==> config.mk <==
export PLATFORM = sky130hd
export DESIGN_NAME = simple_glyph_outline_check
export DESIGN_NICKNAME = d
export VERILOG_FILES = /design/src/sgoc_pkg.sv /design/src/simple_glyph_outline_check.sv /design/src/sgoc_core.sv
export VERILOG_INCLUDE_DIRS = /design/src /design/src/src
export SDC_FILE = /design/constraint.sdc
export NUM_CORES = 1
export LEC_CHECK = 0
export ABC_AREA = 1
export ABC_CLOCK_PERIOD_IN_PS = 7660
export BUFFER_PORTS_ARGS = -buffer_cell sky130_fd_sc_hd__buf_4
export CAP_MARGIN = 20
export CORE_MARGIN = 5
export CORE_UTILIZATION = 45
export CTS_CLUSTER_DIAMETER = 50
export DETAILED_ROUTE_END_ITERATION = 16
export HOLD_SLACK_MARGIN = 0.15
export SETUP_SLACK_MARGIN = 0.2
export SLEW_MARGIN = 30
export SYNTH_ARGS = -nofsm -noshare
export SYNTH_HDL_FRONTEND = slang
export SYNTH_SLANG_ARGS = --single-unit
==> constraint.sdc <==
create_clock -name clk_i -period 7.66 [get_ports clk_i]
set_input_delay 0.766 -clock clk_i [delete_from_list [all_inputs] [get_ports clk_i]]
set_output_delay 0.766 -clock clk_i [all_outputs]
set_load 0.05 [all_outputs]
==> src/simple_glyph_outline_check_macros.svh <==
// assertion helpers, compiled away for synthesis
`ifndef SIMPLE_GLYPH_OUTLINE_CHECK_MACROS_SVH
`define SIMPLE_GLYPH_OUTLINE_CHECK_MACROS_SVH

`ifndef SYNTHESIS

// property must hold at every clock edge out of reset
`define SGOC_ASSERT(name, clk, rst_n, prop) \
  name: assert property (@(posedge clk) disable iff (!rst_n) prop) \
    else $error("sgoc assertion failed");

// condition must never be seen at a clock edge out of reset
`define SGOC_ASSERT_NEVER(name, clk, rst_n, cond) \
  name: assert property (@(posedge clk) disable iff (!rst_n) !(cond)) \
    else $error("sgoc forbidden condition seen");

`else

`define SGOC_ASSERT(name, clk, rst_n, prop)
`define SGOC_ASSERT_NEVER(name, clk, rst_n, cond)

`endif

`endif

==> src/sgoc_pkg.sv <==
`default_nettype none

package sgoc_pkg;

  // header is contour count (2 bytes) plus bounding box (8 bytes)
  localparam int unsigned HeaderBytes = 10;
  localparam int unsigned PosBits     = 4;
  localparam logic [PosBits-1:0] PosLast = PosBits'(HeaderBytes - 1);

  // flag bits
  localparam logic [7:0] FLAG_X_SHORT = 8'h02;
  localparam logic [7:0] FLAG_Y_SHORT = 8'h04;
  localparam logic [7:0] FLAG_REPEAT  = 8'h08;
  localparam logic [7:0] FLAG_X_SAME  = 8'h10;
  localparam logic [7:0] FLAG_Y_SAME  = 8'h20;

  typedef enum logic [2:0] {
    ST_OK         = 3'd0,
    ST_TRUNC      = 3'd1,
    ST_ORDER      = 3'd2,
    ST_REPEAT     = 3'd3,
    ST_NOT_SIMPLE = 3'd4
  } status_e;

  typedef enum logic [7:0] {
    PH_HEADER    = 8'b0000_0001,
    PH_ENDPOINTS = 8'b0000_0010,
    PH_ILEN      = 8'b0000_0100,
    PH_INSTR     = 8'b0000_1000,
    PH_FLAGS     = 8'b0001_0000,
    PH_REPEAT    = 8'b0010_0000,
    PH_COORDS    = 8'b0100_0000,
    PH_DONE      = 8'b1000_0000
  } phase_e;

  // one byte handed from the input register to the checker
  typedef struct packed {
    logic       take;
    logic [7:0] data;
    logic       last;
  } sgoc_item_t;

  // verdict for the record that ends with the current byte
  typedef struct packed {
    status_e     status;
    logic [16:0] count;
  } sgoc_res_t;

  // coordinate bytes needed by one point with this flag
  function automatic logic [2:0] flag_cost(input logic [7:0] f);
    logic [1:0] cx;
    logic [1:0] cy;
    cx = ((f & FLAG_X_SHORT) != 8'h00) ? 2'd1 :
         (((f & FLAG_X_SAME) != 8'h00) ? 2'd0 : 2'd2);
    cy = ((f & FLAG_Y_SHORT) != 8'h00) ? 2'd1 :
         (((f & FLAG_Y_SAME) != 8'h00) ? 2'd0 : 2'd2);
    return {1'b0, cx} + {1'b0, cy};
  endfunction

endpackage

`default_nettype wire

==> src/simple_glyph_outline_check.sv <==
// simple glyph outline check: one glyph byte per transfer, last byte marked
// throughput: one byte per cycle, sustained, as long as results are taken
// verdict path: the last byte waits in the input register until the result
//   register is free, then its verdict is registered in the result register
// reset: asynchronous, active low; clears the check state and the valid bit
//   of both registers; the check state also restarts after every last byte
`default_nettype none

`include "simple_glyph_outline_check_macros.svh"

module simple_glyph_outline_check (
  input  wire         clk_i,
  input  wire         rst_ni,
  // byte stream
  input  wire         in_valid_i,
  output logic        in_stall_o,
  input  wire  [7:0]  glyph_byte_i,
  input  wire         last_byte_i,
  // verdicts
  output logic        out_valid_o,
  input  wire         out_stall_i,
  output logic [2:0]  status_o,
  output logic [16:0] point_count_o
);
  import sgoc_pkg::*;

  // input register
  logic       s1_valid_q;
  logic [7:0] s1_byte_q;
  logic       s1_last_q;

  // result register
  logic        out_valid_q;
  status_e     out_status_q;
  logic [16:0] out_count_q;

  logic       out_free;
  logic       s1_fire;
  sgoc_item_t item;
  sgoc_res_t  res;

  // result register can take a verdict this cycle
  assign out_free = !out_valid_q || !out_stall_i;

  // bytes that end no record never wait on the output side
  assign s1_fire    = s1_valid_q && (!s1_last_q || out_free);
  assign in_stall_o = s1_valid_q && !s1_fire;

  assign item.take = s1_fire;
  assign item.data = s1_byte_q;
  assign item.last = s1_last_q;

  sgoc_core u_core (
    .clk_i  (clk_i),
    .rst_ni (rst_ni),
    .item_i (item),
    .res_o  (res)
  );

  // input register: refills whenever its byte moves on or it is empty
  always_ff @(posedge clk_i or negedge rst_ni) begin
    if (!rst_ni) begin
      s1_valid_q <= 1'b0;
    end else if (!in_stall_o) begin
      s1_valid_q <= in_valid_i;
    end
  end

  always_ff @(posedge clk_i) begin
    if (!in_stall_o) begin
      s1_byte_q <= glyph_byte_i;
      s1_last_q <= last_byte_i;
    end
  end

  // result register: loaded by the last byte of a record
  always_ff @(posedge clk_i or negedge rst_ni) begin
    if (!rst_ni) begin
      out_valid_q <= 1'b0;
    end else if (s1_fire && s1_last_q) begin
      out_valid_q <= 1'b1;
    end else if (!out_stall_i) begin
      out_valid_q <= 1'b0;
    end
  end

  always_ff @(posedge clk_i) begin
    if (s1_fire && s1_last_q) begin
      out_status_q <= res.status;
      out_count_q  <= res.count;
    end
  end

  assign out_valid_o   = out_valid_q;
  assign status_o      = out_status_q;
  assign point_count_o = out_count_q;

  `SGOC_ASSERT(a_verdict_loaded, clk_i, rst_ni, (s1_fire && s1_last_q) |=> out_valid_q)
  `SGOC_ASSERT_NEVER(a_stall_without_byte, clk_i, rst_ni, in_stall_o && !s1_valid_q)

endmodule

`default_nettype wire

==> src/sgoc_core.sv <==
`default_nettype none

`include "simple_glyph_outline_check_macros.svh"

module sgoc_core (
  input  wire                  clk_i,
  input  wire                  rst_ni,
  input  wire sgoc_pkg::sgoc_item_t item_i,
  output sgoc_pkg::sgoc_res_t  res_o
);
  import sgoc_pkg::*;

  phase_e             phase_q, phase_d;
  logic [PosBits-1:0] pos_q, pos_d;
  logic [15:0]        total_q, total_d;
  logic [15:0]        seen_q, seen_d;
  logic [15:0]        prev_q, prev_d;
  logic [7:0]         hold_q, hold_d;
  logic               half_q, half_d;
  logic [15:0]        instr_q, instr_d;
  logic [16:0]        points_q, points_d;
  logic [7:0]         flag_q, flag_d;
  logic [18:0]        coord_q, coord_d;
  status_e            err_q, err_d;

  logic [15:0] word;
  logic [15:0] seen_inc;
  logic [8:0]  run_len;
  logic [10:0] run_cost;
  logic [18:0] coord_flag;
  logic [18:0] coord_run;
  logic [16:0] points_run;
  logic        in_flag_phase;
  logic        err_held;

  assign word       = {hold_q, item_i.data};
  assign seen_inc   = seen_q + 16'd1;
  assign run_len    = {1'b0, item_i.data} + 9'd1;
  assign run_cost   = 11'(run_len) * 11'(flag_cost(flag_q));
  assign coord_flag = coord_q + 19'(flag_cost(item_i.data));
  assign coord_run  = coord_q + 19'(run_cost);
  assign points_run = points_q - 17'(run_len);

  always_comb begin
    phase_d  = phase_q;
    pos_d    = pos_q;
    total_d  = total_q;
    seen_d   = seen_q;
    prev_d   = prev_q;
    hold_d   = hold_q;
    half_d   = half_q;
    instr_d  = instr_q;
    points_d = points_q;
    flag_d   = flag_q;
    coord_d  = coord_q;
    err_d    = err_q;

    if (item_i.take && err_q == ST_OK) begin
      case (phase_q)
        PH_HEADER: begin
          if (pos_q == '0) begin
            hold_d = item_i.data;
          end else if (pos_q == PosBits'(1)) begin
            total_d = word;
          end
          if (pos_q == PosLast) begin
            // signed count must be positive
            if (total_q == '0 || total_q[15]) begin
              err_d = ST_NOT_SIMPLE;
            end else begin
              phase_d = PH_ENDPOINTS;
              half_d  = 1'b0;
            end
          end
        end
        PH_ENDPOINTS: begin
          if (!half_q) begin
            hold_d = item_i.data;
            half_d = 1'b1;
          end else begin
            half_d = 1'b0;
            if (seen_q != '0 && word <= prev_q) begin
              err_d = ST_ORDER;
            end else begin
              prev_d = word;
              seen_d = seen_inc;
              if (seen_inc >= total_q) begin
                phase_d = PH_ILEN;
              end
            end
          end
        end
        PH_ILEN: begin
          if (!half_q) begin
            hold_d = item_i.data;
            half_d = 1'b1;
          end else begin
            half_d   = 1'b0;
            instr_d  = word;
            points_d = {1'b0, prev_q} + 17'd1;
            coord_d  = '0;
            phase_d  = (word == '0) ? PH_FLAGS : PH_INSTR;
          end
        end
        PH_INSTR: begin
          instr_d = instr_q - 16'd1;
          if (instr_q == 16'd1) begin
            phase_d = PH_FLAGS;
          end
        end
        PH_FLAGS: begin
          flag_d = item_i.data;
          if ((item_i.data & FLAG_REPEAT) != 8'h00) begin
            phase_d = PH_REPEAT;
          end else begin
            coord_d  = coord_flag;
            points_d = points_q - 17'd1;
            if (points_q == 17'd1) begin
              phase_d = (coord_flag == '0) ? PH_DONE : PH_COORDS;
            end
          end
        end
        PH_REPEAT: begin
          if ({9'd0, item_i.data} >= points_q) begin
            err_d = ST_REPEAT;
          end else begin
            coord_d  = coord_run;
            points_d = points_run;
            phase_d  = PH_FLAGS;
            if (points_run == '0) begin
              phase_d = (coord_run == '0) ? PH_DONE : PH_COORDS;
            end
          end
        end
        PH_COORDS: begin
          // counts the coordinate bytes down to zero
          coord_d = coord_q - 19'd1;
          if (coord_q == 19'd1) begin
            phase_d = PH_DONE;
          end
        end
        PH_DONE: begin
          // trailing bytes ignored
        end
        default: begin
          phase_d = phase_q;
        end
      endcase
    end

    if (item_i.take && pos_q != PosLast) begin
      pos_d = pos_q + PosBits'(1);
    end
  end

  always_comb begin
    res_o.status = err_d;
    if (err_d == ST_OK && phase_d != PH_DONE) begin
      res_o.status = ST_TRUNC;
    end
    if (phase_d inside {PH_HEADER, PH_ENDPOINTS}) begin
      res_o.count = '0;
    end else begin
      res_o.count = {1'b0, prev_d} + 17'd1;
    end
  end

  always_ff @(posedge clk_i or negedge rst_ni) begin
    if (!rst_ni) begin
      phase_q  <= PH_HEADER;
      pos_q    <= '0;
      total_q  <= '0;
      seen_q   <= '0;
      prev_q   <= '0;
      hold_q   <= '0;
      half_q   <= 1'b0;
      instr_q  <= '0;
      points_q <= '0;
      flag_q   <= '0;
      coord_q  <= '0;
      err_q    <= ST_OK;
    end else if (item_i.take && item_i.last) begin
      // record done, back to the start state
      phase_q  <= PH_HEADER;
      pos_q    <= '0;
      total_q  <= '0;
      seen_q   <= '0;
      prev_q   <= '0;
      hold_q   <= '0;
      half_q   <= 1'b0;
      instr_q  <= '0;
      points_q <= '0;
      flag_q   <= '0;
      coord_q  <= '0;
      err_q    <= ST_OK;
    end else begin
      phase_q  <= phase_d;
      pos_q    <= pos_d;
      total_q  <= total_d;
      seen_q   <= seen_d;
      prev_q   <= prev_d;
      hold_q   <= hold_d;
      half_q   <= half_d;
      instr_q  <= instr_d;
      points_q <= points_d;
      flag_q   <= flag_d;
      coord_q  <= coord_d;
      err_q    <= err_d;
    end
  end

  // flag phases always have points left to fill
  assign in_flag_phase = (phase_q == PH_FLAGS) || (phase_q == PH_REPEAT);
  // a mid-record byte arriving after an error
  assign err_held      = item_i.take && !item_i.last && (err_q != ST_OK);

  `SGOC_ASSERT(a_coords_pending, clk_i, rst_ni, (phase_q == PH_COORDS) |-> (coord_q != '0))
  `SGOC_ASSERT(a_points_pending, clk_i, rst_ni, in_flag_phase |-> (points_q != '0))
  `SGOC_ASSERT(a_error_sticky, clk_i, rst_ni, err_held |=> (err_q == $past(err_q)))

endmodule

`default_nettype wire

==> results.toml, run 1 <==
[clocking]
clock_path_buffers = 2
postCtsHoldBufs = 0
clkTransAtPathRegs_ps = 70
post_cts_resized = 0
cts-htree-levels = 4
cts_setup_buffers = 0
tritoncts = "done"
clock_latency_on_the_worst_skew_pair_ps = 440
cts_made_buffers = 17
clock_sinks = 159
cts_root_buffer_type = "sky130_fd_sc_hd__clkbuf_16"

[placement]
dp_hpwl_microns = 32900
port_buffers = 34
place_congestion = 0.933

[yosys]
mappedNetlistNets = 2159
synth.largest_area_cell = "sky130_fd_sc_hd__dfrtp_1"
number_of_flops_mapped_to_enable_cells_by_yosys = 29
post_synth_design_cell_area_sq_um = 13800
postSynthCellCount = 2043
ys_warn_count = 0
syn_avg_cell_area_sq_um = 6.74
fraction_of_registers_with_async_set_reset = 0.818
synth.top_cells.by_area = "sky130_fd_sc_hd__dfrtp_1, sky130_fd_sc_hd__nand2_1, sky130_fd_sc_hd__inv_1, sky130_fd_sc_hd__ha_1, sky130_fd_sc_hd__edfxtp_1"
synth-main-ff-cell = "sky130_fd_sc_hd__dfrtp_1"
ys_ff_latch = 159
ys_seq_area_frac = 0.299
synthDominantCellAreaShare = 0.234
synth_cell_types = 64

[critical_path]
critical_path.slowest_cell = "sky130_fd_sc_hd__fa_1"
path_delay_family = "simple AND/OR/NAND/NOR gates"
worst_path_largest_cell_delay_ps = 650
critPathArrivalTime_ps = 6710
endpoint_kind = "flip-flop"
maximum_fanout_encountered_on_the_critical_timing_path = 5
worst_setup_path_type = "flip-flop to flip-flop"
worstPathBufferInverterCount = 2
cp_data_required_time_ps = 7860
critical_path.startpoint_type = "flip-flop"
timing.critical_path.mode_cell = "sky130_fd_sc_hd__nand2_1"

[drt]
drt_drc_violations_left = 0
detailed_route_vias_per_instance = 5.52
ant_nets = 0
wl_microns = 42600
drt-pass1-iter-count = 6
dr_total_vias = 13600
drt-wirelength-per-cell_microns = 17.2
drt_iter0_markers = 1119

[die]
starting_density_of_the_core = 0.453
die_ar_sq_um = 34200
die_w_microns = 185
io_pins = 35
number_of_cell_rows = 64
fp.coreArea_sq_um = 30400
die_h_microns = 185

[min_path]
hp-class = "input pin to async pin"

[sta]
clock_skew_ps = 8.01
final_period_minus_worst_setup_slack_ps = 6510
finalHoldViolations = 0
fmaxAchievable_mhz = 154
grt_setup_unrepaired = "false"
setup_total_negative_slack_ps = 0
timing_worst_slew_pin_value_ps = 885
relSlewSlack = 0.406
final_max_slew_viol_count = 0
min_period_over_period = 0.850
setup_viol = 0

[pwr]
power_density_nw_per_um2 = 273
max-vdd-ir-drop_v = 0.000162
design_power_total_mw = 4.10
p_leak_nw = 7.73

[finish]
layout-drive-gt1-share = 0.0621
nets = 2179
antenna-diode-count = 0
syn_to_final_growth_pct = 9.01

[job]
cap_viol_max_count = 0

[global_routing]
grt_pass1_wl_microns = 68800
largest_net_degree_at_the_start_of_global_routing = 82
number_of_antenna_violations_at_the_first_check_in_global_routing = 0
vias_in_the_first_global_route = 13000
grt_usage = 0.253
grt_remaining_overflow = 0

[status]
run_status = "finished clean"
final timing paths:
kind | from | end | slack (ps) | cells past startpoint
min in group clk_i | u_core.flag_q[4] | u_core.flag_q[4] | 480 | 2
worst min-delay path | rst_ni | u_core.coord_q[9] | 390 | 1
worst max register to register | u_core.flag_q[5] | status_o[0] | 1150 | 33
max in group asynchronous | rst_ni | u_core.prev_q[7] | 6070 | 2
worst min register to register | u_core.flag_q[4] | u_core.flag_q[4] | 480 | 2
worst max-delay path | u_core.flag_q[5] | status_o[0] | 1150 | 33
cell families after synthesis:
kind of cell             Yosys count  share of synthesized area
AND/OR/NAND/NOR                 1018                      0.324
buffers and inverters            385                      0.107
flip-flops                       159                      0.299
AO/OA/AOI/OAI                    326                      0.135
XOR/XNOR                          52                     0.0331
adder cells (fa/ha/maj)          103                      0.101
layout by cell type, fill, tap and decap left out, drive strengths merged, types with 4 or more instances in the layout:
master,netlist,final
inv,343,351
xor2,46,46
nand4,40,40
xnor2,6,6
fa,14,14
o21bai,4,4
nand3,159,159
clkinv,3,4
a31oi,8,8
edfxtp,29,29
a21oi,74,74
and2,5,5
o21ai,152,152
nor3,46,46
o31ai,4,4
o221ai,6,6
nand2,520,520
o211ai,5,5
nor2,216,216
nor4,17,17
or2,8,8
nand3b,5,5
buf,18,40
clkbuf,21,18
o22ai,47,47
dfrtp,129,129
ha,89,89
state kept, by name, summed over array words and instances (netlist names):
register,flops
u_core.coord_q,19
point_count_o,17
u_core.points_q,17
u_core.instr_q,16
u_core.prev_q,16
u_core.seen_q,16
u_core.total_q,16
s1_byte_q,8
u_core.hold_q,8
u_core.phase_q,8
u_core.flag_q,4
u_core.pos_q,4
status_o,3
u_core.err_q,3
out_valid_o,1
s1_last_q,1
s1_valid_q,1
u_core.half_q,1
layout make-up:
class | instances | area, sq um
clock buffers | 18 | 429
clock inverters | 14 | 191
fillers | 3149 | 15400
inverters | 346 | 1300
multi-input cells | 1499 | 8170
flip-flops and latches | 159 | 4130
well taps | 396 | 495
repair buffers | 40 | 304
per-layer routing:
| metal | wire length (microns) | vias to the layer above | global-route usage |
|---|---|---|---|
| met5 | 0 | - | 0 |
| met4 | 943 | 0 | 0.0719 |
| met2 | 18600 | 491 | 0.393 |
| met1 | 19900 | 6355 | 0.360 |
| met3 | 3190 | 65 | 0.0493 |
| li1 | - | 6730 | - |
worst reg2reg max path: cells and delay by family, from the launching register on:
kind	cells	cell delay [ps]
compound gates	6	1290
xor+xnor	1	190
fa+ha+maj	5	2070
buf+inv	2	100
flops	1	380
simple gates	19	2230
where the power goes:
group / internal, mW / total [mW] / leakage [nW] / switching (mW)
registers: 0.983 / 1.15 / 2.04 / 0.167
logic: 0.642 / 2.03 / 5.39 / 1.39
clock network: 0.526 / 0.925 / 0.298 / 0.399
metrics by stage:
stage                     area, sq um   util  setup WS (ps)  hold WS [ps]  cells
after floorplan                 13800      -           2130           446   2043
after global placement          14400  0.473           1360           476   2439
after detailed placement        14400  0.473           1260           472   2439
after CTS                       15000  0.493           1200           417   2471
after global routing            15000  0.494            682           453   2472
final                           15000  0.494           1150           387   2472
Yosys cell counts (all sizes together), types with 2 or more instances:
library cell    n
nand2         520
o21a            3
dfrtp         129
o22ai          47
nand3b          5
inv           343
fa             14
ha             89
nor4           17
a21oi          74
a32o            2
nand3         159
a32oi           2
a21boi          3
nor3           46
and2            5
edfxtp         29
or2             8
o31ai           4
o21ai         152
a31oi           8
a21o            2
buf            18
o211ai          5
nand4          40
a22oi           2
nor2          216
clkbuf         21
o311ai          2
o21bai          4
clkinv          3
xnor2           6
o221ai          6
xor2           46
(Power assumes the default switching activity.)
==> inputs of run 2 (changes only) <==
--- a/config.mk
+++ b/config.mk
@@ -10,6 +10,7 @@
 export ABC_CLOCK_PERIOD_IN_PS = 7660
 export BUFFER_PORTS_ARGS = -buffer_cell sky130_fd_sc_hd__buf_4
 export CAP_MARGIN = 20
+export CORE_ASPECT_RATIO = 1.1
 export CORE_MARGIN = 5
 export CORE_UTILIZATION = 45
 export CTS_CLUSTER_DIAMETER = 50
==> run 2 against run 1 <==
  * Total power fell by 0.65%
  * Hold slack got worse by 24 ps
  * Register-to-register slack improved by 150 ps
  * Final cell count rose by 0.81%
  * Final area rose by 0.12%
  * Sequential power barely moved
  * Wire length rose by 3.8%
  * Combinational power barely moved
  * Utilization rose by 0.20 points
==> results.toml, run 2 (same netlist as run 1, synthesis figures left out) <==
[placement]
port_buffers = 34
place_congestion = 0.955
dp_hpwl_microns = 33800

[global_routing]
grt_pass1_wl_microns = 71500
gr-max-usage-layer = "met2"
vias_in_the_first_global_route = 13300
largest_net_degree_at_the_start_of_global_routing = 67
grt.met1_usage = 0.343
grt_usage = 0.260
gr-usage-met3 = 0.0318
number_of_antenna_violations_at_the_first_check_in_global_routing = 0
grt_remaining_overflow = 0
use_met2 = 0.437

[drt]
dr_total_vias = 13700
drt_iter0_markers = 1028
drt-wirelength-per-cell_microns = 17.7
wl_microns = 44200
detailed_route_vias_per_instance = 5.48
drt_drc_violations_left = 0
ant_nets = 0
drt-pass1-iter-count = 5

[finish]
reg_with_most_ffs = "u_core.coord_q"
finalCoreUtilization = 0.496
leading_cell_type_in_the_layout_fill_and_taps_excluded = "sky130_fd_sc_hd__nand2_1"
area_occupied_by_multi_input_gates_sq_um = 8180
antenna-diode-count = 0
filler_cell_count = 3158
most_frequent_cells_in_the_layout = "sky130_fd_sc_hd__nand2_1, sky130_fd_sc_hd__inv_1, sky130_fd_sc_hd__nor2_1, sky130_fd_sc_hd__nand3_1, sky130_fd_sc_hd__o21ai_0"
largest_register_ffs = 19
nets = 2181
sequential_cell_area_sq_um = 4130
layout-drive-gt1-share = 0.0630
syn_to_final_growth_pct = 9.15

[critical_path]
setup.reg_to_reg.worst_slack_ps = 1300
worst_setup_path_type = "flip-flop to flip-flop"
worstSetupPathDepth = 34
worst_path_largest_cell_delay_ps = 610
maximum_fanout_encountered_on_the_critical_timing_path = 17
critical_path.startpoint_type = "flip-flop"
path_delay_family = "simple AND/OR/NAND/NOR gates"
regToRegStartpoint = "s1_byte_q[1]"
cp_data_required_time_ps = 7850
worstPathBufferInverterCount = 5
worstRegToRegCells = 34
critical_path.reg2reg.endpoint = "point_count_o[2]"
critical_path.slowest_cell = "sky130_fd_sc_hd__edfxtp_1"
endpoint_kind = "flip-flop"
critPathArrivalTime_ps = 6550
timing.critical_path.mode_cell = "sky130_fd_sc_hd__nand2_1"

[clocking]
cts_root_buffer_type = "sky130_fd_sc_hd__clkbuf_16"
clkTransAtPathRegs_ps = 70
tritoncts = "done"
clock_sinks = 159
clock_path_buffers = 2
cts_setup_buffers = 0
cts_made_buffers = 17
cts-htree-levels = 4
postCtsHoldBufs = 0
post_cts_resized = 0
clock_latency_on_the_worst_skew_pair_ps = 440

[sta]
setup_viol = 0
final_period_minus_worst_setup_slack_ps = 6360
clock_skew_ps = 10.6
relSlewSlack = 0.387
fmaxAchievable_mhz = 157
setup_total_negative_slack_ps = 0
final_max_slew_viol_count = 0
timing_worst_slew_pin_value_ps = 913
finalHoldViolations = 0
hold-worst-slack_ps = 363
grt_setup_unrepaired = "false"
min_period_over_period = 0.830

[die]
starting_density_of_the_core = 0.454
die_h_microns = 194
io_pins = 35
fp.coreArea_sq_um = 30300
die_w_microns = 177
number_of_cell_rows = 67
die_ar_sq_um = 34200

[pwr]
max-vdd-ir-drop_v = 0.000143
p_leak_nw = 7.73
power_density_nw_per_um2 = 271

[min_path]
hp-class = "input pin to async pin"

[job]
cap_viol_max_count = 0

[status]
run_status = "finished clean"
## run 2: changes by cell type in the layout (fill, tap and decap cells not counted), sizes merged
cell and change:
clkbuf +5, inv -5, clkinv +4, buf +2
bufinv -2, clkinvlp -2
## run 2: worst max-delay path by stage
stage                                    to              from  slack (ps)
final                      point_count_o[2]      s1_byte_q[1]        1300
after global routing       point_count_o[2]      s1_byte_q[2]         560
after CTS                  point_count_o[2]      s1_byte_q[1]        1370
after detailed placement   point_count_o[2]      s1_byte_q[1]        1390
after global placement     point_count_o[2]      s1_byte_q[1]        1450
after floorplan           point_count_o[12]  u_core.flag_q[5]        2130
## run 2: cell type report
class                   count  share of cell area
inverters                 346              0.0864
clock inverters             9             0.00641
multi-input cells        1499               0.544
repair buffers             42              0.0215
flip-flops and latches    159               0.274
clock buffers              23              0.0332
well taps                 414              0.0344
## run 2: metrics by stage
step	worst slack (ps)	instances	area, sq um	total power [mW]
global placement	1450	2460	14400	3.16
CTS	1370	2492	15000	4.07
detailed placement	1390	2460	14400	3.18
global route	565	2492	15000	4.40
finish	1300	2492	15000	4.08
floorplan	2130	2043	13800	2.61
## run 2: power breakdown
part | internal (mW) | leakage (nW) | switching, mW
Clock | 0.498 | 0.294 | 0.379
Combinational | 0.648 | 5.40 | 1.40
Sequential | 0.983 | 2.04 | 0.174
Total | 2.13 | 7.73 | 1.95
## run 2: per-layer routing
layer  wire (microns)  vias up
li1                 -     6727
met1            19600     6411
met2            21000      431
met3             2020       93
met4             1590        0
met5                0        -
==> inputs of run 3 (changes only) <==
--- a/config.mk
+++ b/config.mk
@@ -7,7 +7,7 @@
 export NUM_CORES = 1
 export LEC_CHECK = 0
 export ABC_AREA = 1
-export ABC_CLOCK_PERIOD_IN_PS = 7660
+export ABC_CLOCK_PERIOD_IN_PS = 6000
 export BUFFER_PORTS_ARGS = -buffer_cell sky130_fd_sc_hd__buf_4
 export CAP_MARGIN = 20
 export CORE_ASPECT_RATIO = 1.1
==> constraint.sdc (replaced) <==
create_clock -name clk_i -period 6 [get_ports clk_i]
set_input_delay 0.6 -clock clk_i [delete_from_list [all_inputs] [get_ports clk_i]]
set_output_delay 0.6 -clock clk_i [all_outputs]
set_load 0.05 [all_outputs]
==> run 3 against run 2 <==
  * Clock skew increased by 6.6 ps
  * Final area rose by 4.5%
  * Critical path depth did not move
  * Fmax rose by 9.7%
  * Via count rose by 2.1%
  * Combinational power rose by 46%
  * Sequential power up 26%
  * Sequential cell count stayed put
  * Largest cell class unchanged
==> results.toml, run 3 (same netlist as run 1, synthesis figures left out) <==
[sta]
fmaxAchievable_mhz = 172
timing_worst_slew_pin_value_ps = 901
setup_viol = 0
setup_total_negative_slack_ps = 0
finalHoldViolations = 0
clock_skew_ps = 17.2
relSlewSlack = 0.397
final_period_minus_worst_setup_slack_ps = 5800
hold-worst-slack_ps = 188
fin_ws_ps = 200
final_max_slew_viol_count = 0
min_period_over_period = 0.967
grt_setup_unrepaired = "true"

[finish]
reg_with_most_ffs = "u_core.coord_q"
filler_cell_count = 3109
largest_register_ffs = 19
most_frequent_cells_in_the_layout = "sky130_fd_sc_hd__nand2_1, sky130_fd_sc_hd__inv_1, sky130_fd_sc_hd__nor2_1, sky130_fd_sc_hd__nand3_1, sky130_fd_sc_hd__o21ai_0"
design_area_sq_um = 15700
leading_cell_type_in_the_layout_fill_and_taps_excluded = "sky130_fd_sc_hd__nand2_1"
finalCoreUtilization = 0.518
finalNonFillerCells = 2537
syn_to_final_growth_pct = 14.0
layout-drive-gt1-share = 0.116
antenna-diode-count = 0
nets = 2226

[global_routing]
largest_net_degree_at_the_start_of_global_routing = 69
number_of_antenna_violations_at_the_first_check_in_global_routing = 0
vias_in_the_first_global_route = 13600
grt_remaining_overflow = 0
grt_usage = 0.265
grt_pass1_wl_microns = 72600

[die]
number_of_cell_rows = 67
starting_density_of_the_core = 0.454
die_w_microns = 177
fp.coreArea_sq_um = 30300
die_ar_sq_um = 34200
die_h_microns = 194
io_pins = 35

[clocking]
cts-htree-levels = 4
clock_sinks = 159
clkTransAtPathRegs_ps = 70
cts_root_buffer_type = "sky130_fd_sc_hd__clkbuf_16"
clock_path_buffers = 2
clock_latency_on_the_worst_skew_pair_ps = 450
tritoncts = "done"
cts_made_buffers = 17

[critical_path]
worstSetupPathDepth = 34
endpoint_kind = "flip-flop"
cp_data_required_time_ps = 6210
critical_path.slowest_cell = "sky130_fd_sc_hd__fa_2"
critical_path.startpoint_type = "flip-flop"
worst_setup_path_type = "flip-flop to flip-flop"
regToRegStartpoint = "u_core.flag_q[5]"
critical_path.reg2reg.endpoint = "point_count_o[11]"
worstRegToRegCells = 34
critPathArrivalTime_ps = 6010
worst_setup_path_endpoint = "point_count_o[11]"
path_delay_family = "adder cells"
maximum_fanout_encountered_on_the_critical_timing_path = 5
setup.reg_to_reg.worst_slack_ps = 200
critical_path.startpoint = "u_core.flag_q[5]"
worst_path_largest_cell_delay_ps = 620
worstPathBufferInverterCount = 5

[drt]
drt-wirelength-per-cell_microns = 17.9
drt_iter0_markers = 996
ant_nets = 0
dr_total_vias = 13900
drt-pass1-iter-count = 5
wl_microns = 45300
drt_drc_violations_left = 0
detailed_route_vias_per_instance = 5.50

[min_path]
hp-class = "input pin to async pin"

[status]
run_status = "finished clean"

[placement]
place_ws_ps = -176
place_congestion = 0.973
place_inst = 2492
port_buffers = 34
placedInstanceArea_sq_um = 14700
dp_hpwl_microns = 34600

[pwr]
power_density_nw_per_um2 = 356
p_leak_nw = 8.00
max-vdd-ir-drop_v = 0.000232
design_power_total_mw = 5.59

[job]
cap_viol_max_count = 0
==> run 3: power breakdown <==
| part | switching, mW | internal (mW) | total [mW] |
|---|---|---|---|
| clock network | 0.495 | 0.657 | 1.15 |
| registers | 0.209 | 1.26 | 1.46 |
| logic | 1.95 | 1.02 | 2.97 |
==> run 3: area by class of cell <==
class,count,area [sq um],area share
multi-input combinational,1501,8480,0.540
sequential,159,4130,0.263
inverter,346,1300,0.0828
timing repair buffer,85,671,0.0427
tap,414,518,0.0330
clock buffer,20,467,0.0297
clock inverter,12,146,0.00932
==> run 3: repair_timing <==
action	CTS	global route
pin swaps	9	36
setup buffers	4	7
resized for setup	23	68
endpoints found under the setup margin	18	18
gates cloned	2	0
hold buffers	0	0
==> run 3: worst min-delay path by stage <==
stage	from	to	slack [ps]	cells past startpoint
after floorplan	rst_ni	out_valid_o	300	0
after global placement	u_core.flag_q[5]	u_core.flag_q[5]	470	2
after detailed placement	u_core.flag_q[5]	u_core.flag_q[5]	470	2
after CTS	rst_ni	u_core.coord_q[11]	210	1
after global routing	rst_ni	u_core.coord_q[9]	240	1
final	rst_ni	u_core.coord_q[11]	190	1
==> run 3: per-layer routing <==
| metal | up-vias | global-route usage | share of wire | wire length [microns] |
|---|---|---|---|---|
| met1 | 6568 | 0.342 | 0.43 | 19600 |
| met4 | 0 | 0.129 | 0.050 | 2280 |
| met2 | 442 | 0.438 | 0.47 | 21400 |
| li1 | 6826 | - | - | - |
| met3 | 113 | 0.0347 | 0.045 | 2050 |
| met5 | - | 0 | 0 | 0 |
